===== src/rtl/core/bcd_pkg.sv =====
package bcd_pkg;

  localparam int unsigned DEPTH      = 64;
  localparam int unsigned DATA_WIDTH = 32;
  localparam int unsigned PTR_W      = $clog2(DEPTH);
  localparam int unsigned CNT_W      = $clog2(DEPTH + 1);
  localparam int unsigned OCC_W      = 7;
  localparam int unsigned OUT_DW     = 40;

  localparam logic [PTR_W-1:0] PTR_START = PTR_W'(DEPTH / 2);
  localparam logic [PTR_W-1:0] PTR_LAST  = PTR_W'(DEPTH - 1);
  localparam logic [CNT_W-1:0] CNT_FULL  = CNT_W'(DEPTH);

  // operation codes carried in the input tuser
  typedef enum logic [1:0] {
    OP_PUSH_FRONT = 2'd0,
    OP_PUSH_BACK  = 2'd1,
    OP_POP_FRONT  = 2'd2,
    OP_POP_BACK   = 2'd3
  } op_e;

  // back-end sequencer states
  typedef enum logic {
    ST_IDLE,
    ST_RESP
  } st_e;

  // classified command between front and back
  typedef struct packed {
    logic                  pop;
    logic                  back_end;
    logic [DATA_WIDTH-1:0] data;
  } cmd_t;

  // ring pointer moves with wrap
  function automatic logic [PTR_W-1:0] step_up(input logic [PTR_W-1:0] p);
    step_up = (p == PTR_LAST) ? '0 : p + PTR_W'(1);
  endfunction

  function automatic logic [PTR_W-1:0] step_down(input logic [PTR_W-1:0] p);
    step_down = (p == '0) ? PTR_LAST : p - PTR_W'(1);
  endfunction

endpackage


===== src/rtl/core/bcd_front.sv =====
module bcd_front
  import bcd_pkg::*;
(
  input  logic                  clk_i,
  input  logic                  rst_ni,
  input  logic                  in_valid_i,
  output logic                  in_ready_o,
  input  logic [1:0]            in_func_i,
  input  logic [DATA_WIDTH-1:0] in_data_i,
  output logic                  cmd_valid_o,
  input  logic                  cmd_ready_i,
  output cmd_t                  cmd_o
);

  logic valid_q, valid_d;
  cmd_t cmd_q, cmd_d;
  logic take;

  // decode the operation into pop and end flags
  always_comb begin
    cmd_d.data = in_data_i;
    unique case (op_e'(in_func_i))
      OP_PUSH_FRONT: begin cmd_d.pop = 1'b0; cmd_d.back_end = 1'b0; end
      OP_PUSH_BACK:  begin cmd_d.pop = 1'b0; cmd_d.back_end = 1'b1; end
      OP_POP_FRONT:  begin cmd_d.pop = 1'b1; cmd_d.back_end = 1'b0; end
      OP_POP_BACK:   begin cmd_d.pop = 1'b1; cmd_d.back_end = 1'b1; end
      default:       begin cmd_d.pop = 1'b0; cmd_d.back_end = 1'b0; end
    endcase
  end

  // single holding stage
  assign in_ready_o  = !valid_q || cmd_ready_i;
  assign take        = in_valid_i && in_ready_o;
  assign cmd_valid_o = valid_q;
  assign cmd_o       = cmd_q;

  always_comb begin
    valid_d = valid_q;
    if (take) begin
      valid_d = 1'b1;
    end else if (cmd_ready_i) begin
      valid_d = 1'b0;
    end
  end

  always_ff @(posedge clk_i or negedge rst_ni) begin
    if (!rst_ni) begin
      valid_q <= 1'b0;
    end else begin
      valid_q <= valid_d;
    end
  end

  always_ff @(posedge clk_i) begin
    if (take) begin
      cmd_q <= cmd_d;
    end
  end

endmodule


===== src/rtl/core/bcd_cmd_queue.sv =====
module bcd_cmd_queue
  import bcd_pkg::*;
(
  input  logic clk_i,
  input  logic rst_ni,
  input  logic wr_valid_i,
  output logic wr_ready_o,
  input  cmd_t wr_cmd_i,
  output logic rd_valid_o,
  input  logic rd_ready_i,
  output cmd_t rd_cmd_o
);

  cmd_t       entry_q [2];
  logic       wr_ptr_q, wr_ptr_d;
  logic       rd_ptr_q, rd_ptr_d;
  logic [1:0] fill_q, fill_d;
  logic       push, pop;

  assign wr_ready_o = (fill_q != 2'd2);
  assign rd_valid_o = (fill_q != 2'd0);
  assign rd_cmd_o   = entry_q[rd_ptr_q];
  assign push       = wr_valid_i && wr_ready_o;
  assign pop        = rd_valid_o && rd_ready_i;

  // pointer and fill bookkeeping
  always_comb begin
    wr_ptr_d = push ? !wr_ptr_q : wr_ptr_q;
    rd_ptr_d = pop ? !rd_ptr_q : rd_ptr_q;
    fill_d   = fill_q;
    if (push && !pop) begin
      fill_d = fill_q + 2'd1;
    end else if (pop && !push) begin
      fill_d = fill_q - 2'd1;
    end
  end

  always_ff @(posedge clk_i or negedge rst_ni) begin
    if (!rst_ni) begin
      wr_ptr_q <= 1'b0;
      rd_ptr_q <= 1'b0;
      fill_q   <= 2'd0;
    end else begin
      wr_ptr_q <= wr_ptr_d;
      rd_ptr_q <= rd_ptr_d;
      fill_q   <= fill_d;
    end
  end

  always_ff @(posedge clk_i) begin
    if (push) begin
      entry_q[wr_ptr_q] <= wr_cmd_i;
    end
  end

endmodule


===== src/rtl/core/bcd_back.sv =====
module bcd_back
  import bcd_pkg::*;
(
  input  logic                  clk_i,
  input  logic                  rst_ni,
  input  logic                  cmd_valid_i,
  output logic                  cmd_ready_o,
  input  cmd_t                  cmd_i,
  output logic                  res_valid_o,
  input  logic                  res_ready_i,
  output logic                  res_ok_o,
  output logic [DATA_WIDTH-1:0] res_data_o,
  output logic [OCC_W-1:0]      res_occ_o
);

  logic [DATA_WIDTH-1:0] ring_mem [DEPTH];

  st_e              state_q, state_d;
  logic [PTR_W-1:0] front_q, front_d;
  logic [PTR_W-1:0] back_q, back_d;
  logic [CNT_W-1:0] count_q, count_d;
  logic             ok_q, ok_d;
  logic             pop_q;
  logic [DATA_WIDTH-1:0] rd_data_q;

  logic             take;
  logic             is_full, is_empty;
  logic [PTR_W-1:0] cur_ptr, new_ptr;
  logic             wr_en, rd_en;

  assign take     = cmd_valid_i && cmd_ready_o;
  assign is_full  = (count_q == CNT_FULL);
  assign is_empty = (count_q == '0);
  assign cur_ptr  = cmd_i.back_end ? back_q : front_q;

  // next state
  always_comb begin
    state_d = state_q;
    unique case (state_q)
      ST_IDLE: if (cmd_valid_i) state_d = ST_RESP;
      ST_RESP: if (res_ready_i) state_d = ST_IDLE;
      default: state_d = ST_IDLE;
    endcase
  end

  // state outputs
  always_comb begin
    cmd_ready_o = 1'b0;
    res_valid_o = 1'b0;
    unique case (state_q)
      ST_IDLE: cmd_ready_o = 1'b1;
      ST_RESP: res_valid_o = 1'b1;
      default: ;
    endcase
  end

  // execute one command: pointers, count and store access
  always_comb begin
    front_d = front_q;
    back_d  = back_q;
    count_d = count_q;
    ok_d    = 1'b0;
    new_ptr = cur_ptr;
    wr_en   = 1'b0;
    rd_en   = 1'b0;
    if (!cmd_i.pop) begin
      // push moves outward unless the deque is empty
      if (!is_empty) begin
        new_ptr = cmd_i.back_end ? step_up(cur_ptr) : step_down(cur_ptr);
      end
      if (take && !is_full) begin
        ok_d    = 1'b1;
        wr_en   = 1'b1;
        count_d = count_q + CNT_W'(1);
        if (cmd_i.back_end) back_d = new_ptr;
        else                front_d = new_ptr;
      end
    end else begin
      // pop moves inward unless it removes the last element
      if (count_q > CNT_W'(1)) begin
        new_ptr = cmd_i.back_end ? step_down(cur_ptr) : step_up(cur_ptr);
      end
      if (take && !is_empty) begin
        ok_d    = 1'b1;
        rd_en   = 1'b1;
        count_d = count_q - CNT_W'(1);
        if (cmd_i.back_end) back_d = new_ptr;
        else                front_d = new_ptr;
      end
    end
  end

  always_ff @(posedge clk_i or negedge rst_ni) begin
    if (!rst_ni) begin
      state_q <= ST_IDLE;
      front_q <= PTR_START;
      back_q  <= PTR_START;
      count_q <= '0;
    end else begin
      state_q <= state_d;
      front_q <= front_d;
      back_q  <= back_d;
      count_q <= count_d;
    end
  end

  // result flags held for the output word
  always_ff @(posedge clk_i) begin
    if (take) begin
      ok_q  <= ok_d;
      pop_q <= cmd_i.pop;
    end
  end

  // ring store, registered read
  always_ff @(posedge clk_i) begin
    if (wr_en) begin
      ring_mem[new_ptr] <= cmd_i.data;
    end
    if (rd_en) begin
      rd_data_q <= ring_mem[cur_ptr];
    end
  end

  assign res_ok_o   = ok_q;
  assign res_data_o = (ok_q && pop_q) ? rd_data_q : '0;
  assign res_occ_o  = OCC_W'(count_q);

endmodule


===== src/rtl/core/bounded_circular_deque_unit.sv =====
// an accepted input word passes the front holding register, the command queue
// and the back-end sequencer, which executes a command and then holds the result
// until taken, taking no new command while a result waits
// reset: asynchronous, active low; deque empty, both pointers at mid-ring,
// store contents undefined until written
module bounded_circular_deque_unit
  import bcd_pkg::*;
(
  input  logic              clk_i,
  input  logic              rst_ni,
  input  logic              s_axis_tvalid,
  output logic              s_axis_tready,
  input  logic [31:0]       s_axis_tdata,  // [31:0] data_in
  input  logic [1:0]        s_axis_tuser,  // [1:0] func
  output logic              m_axis_tvalid,
  input  logic              m_axis_tready,
  output logic [OUT_DW-1:0] m_axis_tdata,  // [31:0] data_out, [38:32] occupancy, [39] zero
  output logic [0:0]        m_axis_tuser   // [0] ok
);

  logic                  f_valid, f_ready;
  cmd_t                  f_cmd;
  logic                  q_valid, q_ready;
  cmd_t                  q_cmd;
  logic                  res_ok;
  logic [DATA_WIDTH-1:0] res_data;
  logic [OCC_W-1:0]      res_occ;

  // front: accept and classify
  bcd_front u_front (
    .clk_i       (clk_i),
    .rst_ni      (rst_ni),
    .in_valid_i  (s_axis_tvalid),
    .in_ready_o  (s_axis_tready),
    .in_func_i   (s_axis_tuser),
    .in_data_i   (s_axis_tdata[DATA_WIDTH-1:0]),
    .cmd_valid_o (f_valid),
    .cmd_ready_i (f_ready),
    .cmd_o       (f_cmd)
  );

  // decoupling queue
  bcd_cmd_queue u_queue (
    .clk_i      (clk_i),
    .rst_ni     (rst_ni),
    .wr_valid_i (f_valid),
    .wr_ready_o (f_ready),
    .wr_cmd_i   (f_cmd),
    .rd_valid_o (q_valid),
    .rd_ready_i (q_ready),
    .rd_cmd_o   (q_cmd)
  );

  // back: execute against the ring store
  bcd_back u_back (
    .clk_i       (clk_i),
    .rst_ni      (rst_ni),
    .cmd_valid_i (q_valid),
    .cmd_ready_o (q_ready),
    .cmd_i       (q_cmd),
    .res_valid_o (m_axis_tvalid),
    .res_ready_i (m_axis_tready),
    .res_ok_o    (res_ok),
    .res_data_o  (res_data),
    .res_occ_o   (res_occ)
  );

  // pack the output word
  assign m_axis_tdata = {1'b0, res_occ, res_data};
  assign m_axis_tuser = res_ok;

endmodule


===== config.mk =====
export PLATFORM = sky130hd
export DESIGN_NAME = bounded_circular_deque_unit
export DESIGN_NICKNAME = d
export VERILOG_FILES = /design/src/rtl/core/bcd_pkg.sv /design/src/rtl/core/bcd_front.sv /design/src/rtl/core/bcd_cmd_queue.sv /design/src/rtl/core/bcd_back.sv /design/src/rtl/core/bounded_circular_deque_unit.sv
export SDC_FILE = /design/constraint.sdc
export NUM_CORES = 2
export LEC_CHECK = 0
export ABC_AREA = 1
export BUFFER_PORTS_ARGS = -buffer_cell sky130_fd_sc_hd__buf_2
export CORE_MARGIN = 2
export CORE_UTILIZATION = 29
export DETAILED_ROUTE_END_ITERATION = 12
export GPL_ROUTABILITY_DRIVEN = 0
export GPL_TIMING_DRIVEN = 1
export PLACE_DENSITY_LB_ADDON = 0.1
export SLEW_MARGIN = 10
export SYNTH_ARGS = -nofsm -noshare
export SYNTH_HDL_FRONTEND = slang
export SYNTH_SLANG_ARGS = --single-unit

===== constraint.sdc =====
create_clock -name clk_i -period 8.6 [get_ports clk_i]
set_input_delay 0 -clock clk_i [delete_from_list [all_inputs] [get_ports clk_i]]
set_output_delay 0 -clock clk_i [all_outputs]
set_load 0.05 [all_outputs]

# After elaboration in Yosys (flattened, before gate mapping)
# Memories as Yosys holds them, arrays and structs flattened. A register that Yosys moved wholly into a read port is not among the register bits.
# Cells that the tools add are included.
[word_totals] regBits=61 mem_count=2 mem_bits_rw=2116 output_inout_bits=43
[memory_table] memory="u_back.ring_mem" depth=64 word_bits=32 read_ports=1 rd_ports_with_merged_regs=1 wr=1 line="bcd_back.sv:16" text="logic [DATA_WIDTH-1:0] ring_mem [DEPTH];"
[memory_table] memory="u_queue.entry_q" depth=2 word_bits=34 read_ports=1 rd_ports_with_merged_regs=0 wr=1 line="bcd_cmd_queue.sv:14" text="cmd_t entry_q [2];"
[op_classes] reduce_logical=26 n_mux=41 addsub=6 eq_ne=7 magnitude_cmp=1 bitwise=2
[op_table] operator="$mux 6" n=18
[op_table] operator="$mux 32" n=1
[op_table] operator="$mux 7" n=3
[op_table] operator="$mux 1" n=15
[op_table] operator="$logic_and 1x1->1" n=8
[op_table] operator="$pmux 2 s4" n=1
[op_table] operator="$reduce_bool 2->1" n=4
[op_table] operator="$add 7x1->7 const B" n=1
[op_table] operator="$eq 7x7->1 const B" n=1
[op_table] operator="$gt 7x1->1 const B" n=1
[op_table] operator="$logic_not 1->1" n=7
[op_table] operator="$logic_not 7->1" n=1
[op_table] operator="$sub 7x1->7 const B" n=1
[op_table] operator="$add 6x1->6 const B" n=1
[op_table] operator="$eq 6x6->1 const B" n=1
[op_table] operator="$logic_not 6->1" n=1
[op_table] operator="$reduce_and 3->1" n=2
[op_table] operator="$sub 6x1->6 const B" n=1
[op_table] operator="$eq 2x2->1 const B" n=2
[op_table] operator="$mux 2" n=2
[op_table] operator="$ne 2x2->1 const B" n=2
[op_table] operator="$add 2x1->2 const B" n=1
[op_table] operator="$eq 2x1->1 const B" n=1
[op_table] operator="$logic_not 2->1" n=1
[op_table] operator="other kinds (5)" n=6

# Logic depth before layout (Yosys ltp)
# An unclocked memory read counts as a cell.
[logic_depth] word_depth=9 ltp_mapped=22

# By module
# A second synthesis with hierarchy kept.
[unflattened] hier_cells=6721 hier_area_um2=88041.9
[modules_own_cells] mod="bcd_back" cells_each=6471 instances=1 area_each_um2=84198.3
[modules_own_cells] mod="bcd_cmd_queue" cells_each=206 instances=1 area_each_um2=2758.9
[modules_own_cells] mod="bcd_front" cells_each=42 instances=1 area_each_um2=1073.5
[modules_own_cells] mod="bounded_circular_deque_unit" cells_each=2 instances=1 area_each_um2=11.3

# Worst setup path before layout
# OpenSTA, ideal clock, no wires.
[synth_path] path_kind="flip-flop to flip-flop" start="register u_queue.rd_ptr_q" end="memory u_back.ring_mem[30][0] (enable)" period_less_slack_ps=4455 setup_slack_ps=4145 path_stages_with_launch=22 setup_time_ps=421 t_arrival_ps=4034 cell_sequence="dfrtp_1 > buf_6 > inv_4 > nand2_4 > nand2_4 > buf_6 > nand2_1 > nand2_2 > buf_4 > buf_2 > buf_2 > ha_1 > inv_1 > nor2_1 > nand3_1 > nand4_1 > nand3_1 > nand2_1 > nand2_2 > nor2_2 > nand3_2 > nor2_1"
[synth_via] elab_chain_cells=7
[synth_rtl] item="start, declared" line="bcd_cmd_queue.sv:16" text="logic rd_ptr_q, rd_ptr_d;"
[synth_rtl] item="start signal, assigned" line="bcd_cmd_queue.sv:45" text="rd_ptr_q <= rd_ptr_d;"
[synth_rtl] item="$mem_v2 2x34 (*)"
[synth_rtl] item="$mux 6" line="bcd_back.sv:34" text="assign cur_ptr = cmd_i.back_end ? back_q : front_q;"
[synth_rtl] item="$sub 6x1->6, or another cell as far along" line="bcd_pkg.sv:41" text="step_down = (p == '0) ? PTR_LAST : p - PTR_W'(1);"
[synth_rtl] item="$mux 6 (on tied branches)" line="bcd_pkg.sv:41, bcd_pkg.sv:37"
[synth_rtl] item="$mux 6 (on tied branches)" line="bcd_back.sv:69, bcd_back.sv:81"
[synth_rtl] item="$mux 6 (on tied branches)" line="bcd_back.sv:68, bcd_back.sv:80"
[synth_rtl] item="$mux 6" line="bcd_back.sv:66" text="if (!cmd_i.pop) begin"
[synth_rtl] item="end, declared" line="bcd_back.sv:16"
# Mark *: on every way between the ends. The rest lies on a longest branch, timed or not.

# Worst setup path after layout
[layout_path] start="register u_queue.rd_ptr_q" end="memory u_back.ring_mem[63][8] (enable)"
# Same word-level chain as after synthesis.

==> impl.org <==
** Run status
- Outcome :: finished clean

** Floorplan
- After floorplanning, the core was sized to cover 0.3020 mm².
- Effective utilization at floorplan :: 0.2908
- Core Rows :: 202
- The die covers 0.3073 mm².
- Die Width :: 554.3 µm
- For this design the top-level I/O count stands at 81.
- Vertical die dimension :: 554.3 µm

** Critical path
- Critical path capture point type :: register
- For this design, the slowest cell found on the critical path is sky130_fd_sc_hd__nor2_4.
- The critical path goes through buf_4 -> nand2_1 -> nand2_2 -> nand2_1 -> nand2_8 -> ha_1 -> inv_1 -> nor2_1 -> nand3_1 -> nand4_1 -> nand3_1 -> nand2_1 -> nand2_2 -> nor2_2 -> nand3_2 -> nor2_4 -> buf_4.
- Critical path fanouts, max :: 94
- Arrival time of the worst setup path :: 6.43 ns
- Cell occurring most often along the worst timing path :: sky130_fd_sc_hd__nand2_1
- Critical path class :: register to register
- Slowest Stage Delay on Critical Path :: 1.01 ns
- Among cell families on the critical path, the largest total delay comes from simple AND/OR/NAND/NOR gates.
- The worst setup path is launched from a register.
- Required time of the worst setup path :: 9.17 ns
- The critical path contains buffers and inverters numbering 3 combined.

** Detailed routing
- After detailed routing, the number of vias per cell comes to 5.027.
- For this block, the routed nets add up to 309000 µm of wire.
- After detailed routing, the number of remaining DRC violations is 0.
- Final antenna-violating net count :: 0
- Amount of wire on met2 after detailed routing :: 144000 µm
- Summed over all nets, wire length on met3 after detailed routing comes to 15550 µm.
- DR WL/cell :: 28.10 µm
- The first routing iteration left 5173 violations.
- The routed layout has 55279 vias.
- The detailed router used layers up to and including met5.
- After detailed routing, the wire length on met1 is 141500 µm.
- The first detailed-routing pass ran for 6 iterations.

** Power
- Max IR drop VDD :: 0.3517 mV
- Power density of the placed cells :: 438.2 mW/mm²
- Lkg Pwr :: 0.03330 µW

** Global routing
- The first global-routing pass estimated 432700 µm of wire.
- Number of antenna violations at the first check in global routing :: 22
- Overall track demand over capacity in global routing :: 0.1962
- Entering global routing, the biggest net connects 178 pins.
- Aggregate global routing overflow :: 0
- The via count of the first global-routing pass came to 54183.

** STA
- Across the routed clock network, the largest skew measured is 0.07693 ns.
- The number of pins exceeding their max-slew limit in the final report is 0.
- The worst pin sits at a relative slew slack of 0.1732.
- Final-layout setup total negative slack :: 0 ns
- For this run, the top clock speed supported by timing is 0.1706 GHz.
- Transition time at the pin with the least slew margin :: 1.240 ns
- Setup repair after global routing left no endpoint under its margin.
- Final-report setup violation count :: 0
- Time the worst path needs with I/O delays and setup :: 5.860 ns
- Final period util :: 0.6814
- Fin. Hold Viols :: 0

** Yosys
- Post-synthesis cell type count :: 43
- Number of synthesized register bits :: 2209
- After synthesis, the mean cell area works out to 13.12 µm².
- Largest area contributor in the netlist :: sky130_fd_sc_hd__edfxtp_1
- Of the post-synthesis cell area, the dominant cell type holds 0.7468.
- Of the synthesized area, sequential elements account for 0.7539.
- The mapped netlist covers 0.08782 mm².
- By area the synthesized netlist is led by sky130_fd_sc_hd__edfxtp_1 (75%), sky130_fd_sc_hd__nand2_1 (4.5%), sky130_fd_sc_hd__o21ai_0 (3.6%).
- In the synthesized netlist, the number of instances is 6693.
- Syn. warnings :: 0
- When the netlist entered floorplanning its net count stood at 6737.

** Clock tree
- Post-CTS Repair Setup Buffers :: 0
- The clock drives 2209 sinks.
- Clock buffer count from CTS :: 262
- For the worst-skew pair, the clock arrives at the later sink with an insertion delay of 0.91 ns.
- After clock tree synthesis, the clock-pin slew on the worst setup and hold paths is 0.05 ns.
- TritonCTS built the clock tree.
- Count of hold-fix buffers inserted at cts :: 75
- The tree is rooted in a sky130_fd_sc_hd__clkbuf_16.
- The longest clock path from root to sink contains 4 buffers.
- In this run, post-CTS repair resized a total of 0 instances.
- H-Tree Level Count :: 5

** Cells and area
- Layout area overhead :: 16.27%
- Final Core Density :: 0.3381
- Fill cells in the final layout number 29506.
- In the final layout, the share of cells above drive strength 1 is 0.1154.
- In the final design database the tool counted 6862 nets.

** Placement
- Buffers placed on the I/O ports in this run total 79.
- DP HPWL :: 170800 µm

** Run
- Across the run, the number of max-cap violations was 0.

** Hold path
- Class of the tightest hold or removal check :: input pin to async pin
==> per-layer routing <==
metal  vias up  GRT usage
met3       359    0.02663
met4         2    0.05119
met2      1480     0.3154
met1     28545     0.2779
li1      24893          -
met5         -          0
==> cells in the final DEF, fill, tap and decap left out, drive strengths merged <==
cell type    Yosys  final
edfxtp        2184   2184
nand2         1076   1076
o21ai          679    679
nor2           655    655
nand3          445    445
o211ai         398    398
clkbuf         227    327
inv            242    251
buf            225    239
a21oi          143    143
nand4          139    139
o22ai          119    119
clkinv           1    102
dlygate4sd3      0     74
or2             67     67
o221ai          32     32
dfrtp           23     23
o21bai          12     12
bufinv           0     11
diode            0     10
xor2             7      7
clkinvlp         0      7
ha               6      6
xnor2            3      3
nor3             3      3
nand3b           2      2
dfstp            2      2
a22oi            1      1
o2111ai          1      1
conb             1      1
==> stage by stage <==
stage	cells	hold slack [ns]	power, µW	area (µm²)	setup slack, ns
after global routing	10988	0.2062	46970	102100	2.322
after detailed placement	10449	0.09552	34760	93130	2.588
after floorplan	6693	-0.2956	25440	87820	4.145
after CTS	10979	0.1573	45450	101900	2.601
final	10997	0.2049	44740	102100	2.740
after global placement	10446	0.08435	34810	93060	2.588
==> cell families after synthesis <==
logic type	share of synthesized area
AO/OA/AOI/OAI	0.09383
XOR/XNOR	0.0009974
adder cells (fa/ha/maj)	0.0008548
buffers and inverters	0.03355
flip-flops	0.7539
other	0.00004270
AND/OR/NAND/NOR	0.1168
==> sequential cells by signal (all words and copies together) (netlist names), 2 cells and up <==
signal and cells:
u_back.ring_mem 2048, u_queue.entry_q 68, u_front.cmd_o 34, u_back.rd_data_q 32, u_back.res_occ_o 7, u_back.back_q 6
u_back.front_q 6, u_queue.fill_q 2
==> tightest hold or removal path: stages <==
cell and delay (ns):
sky130_fd_sc_hd__dlygate4sd3_1 0.52, sky130_fd_sc_hd__dlygate4sd3_1 0.53, sky130_fd_sc_hd__buf_2 0.19
==> report_power, final <==
| group | internal [µW] | switching [µW] | leakage (µW) | total, µW |
|---|---|---|---|---|
| clock network | 6090 | 4490 | 0.00390 | 10600 |
| registers | 14400 | 321 | 0.0201 | 14700 |
| logic | 3810 | 15700 | 0.00935 | 19500 |
==> synthesized netlist by cell type, drive strengths merged <==
master	n
dfstp	2
o22ai	119
nor2	655
nand3	445
clkinv	1
o21bai	12
buf	225
a22oi	1
nand4	139
conb	1
o21ai	679
o211ai	398
nand3b	2
dfrtp	23
nand2	1076
o221ai	32
nor3	3
ha	6
clkbuf	227
xor2	7
o2111ai	1
or2	67
edfxtp	2184
xnor2	3
a21oi	143
inv	242
==> final cells by class <==
| class | count | area [µm²] | share of cell area |
|---|---|---|---|
| diodes | 10 | 25.02 | 0.0002451 |
| clock buffers | 327 | 6970 | 0.06826 |
| clock inverters | 128 | 1028 | 0.01007 |
| inverters | 243 | 914.6 | 0.008957 |
| multi-input cells | 3789 | 19380 | 0.1898 |
| flip-flops and latches | 2209 | 66210 | 0.6484 |
| well taps | 3978 | 4977 | 0.04874 |
| repair buffers | 313 | 2608 | 0.02554 |
==> path summary, 6_finish.rpt <==
path	endpoint	slack (ns)	cells after the start	from
max	u_back.ring_mem[63][8]	2.74	17	u_queue.rd_ptr_q
max in group asynchronous	u_queue.rd_ptr_q	8.19	4	rst_ni
max reg2reg	u_back.ring_mem[63][8]	2.74	17	u_queue.rd_ptr_q
min	u_back.back_q[5]	0.20	3	rst_ni
min in group clk_i	u_front.cmd_o[2]	0.36	3	s_axis_tdata[2]
min reg2reg	u_queue.entry_q[1][4]	0.44	0	u_front.cmd_o[4]
(Power assumes the default switching activity.)
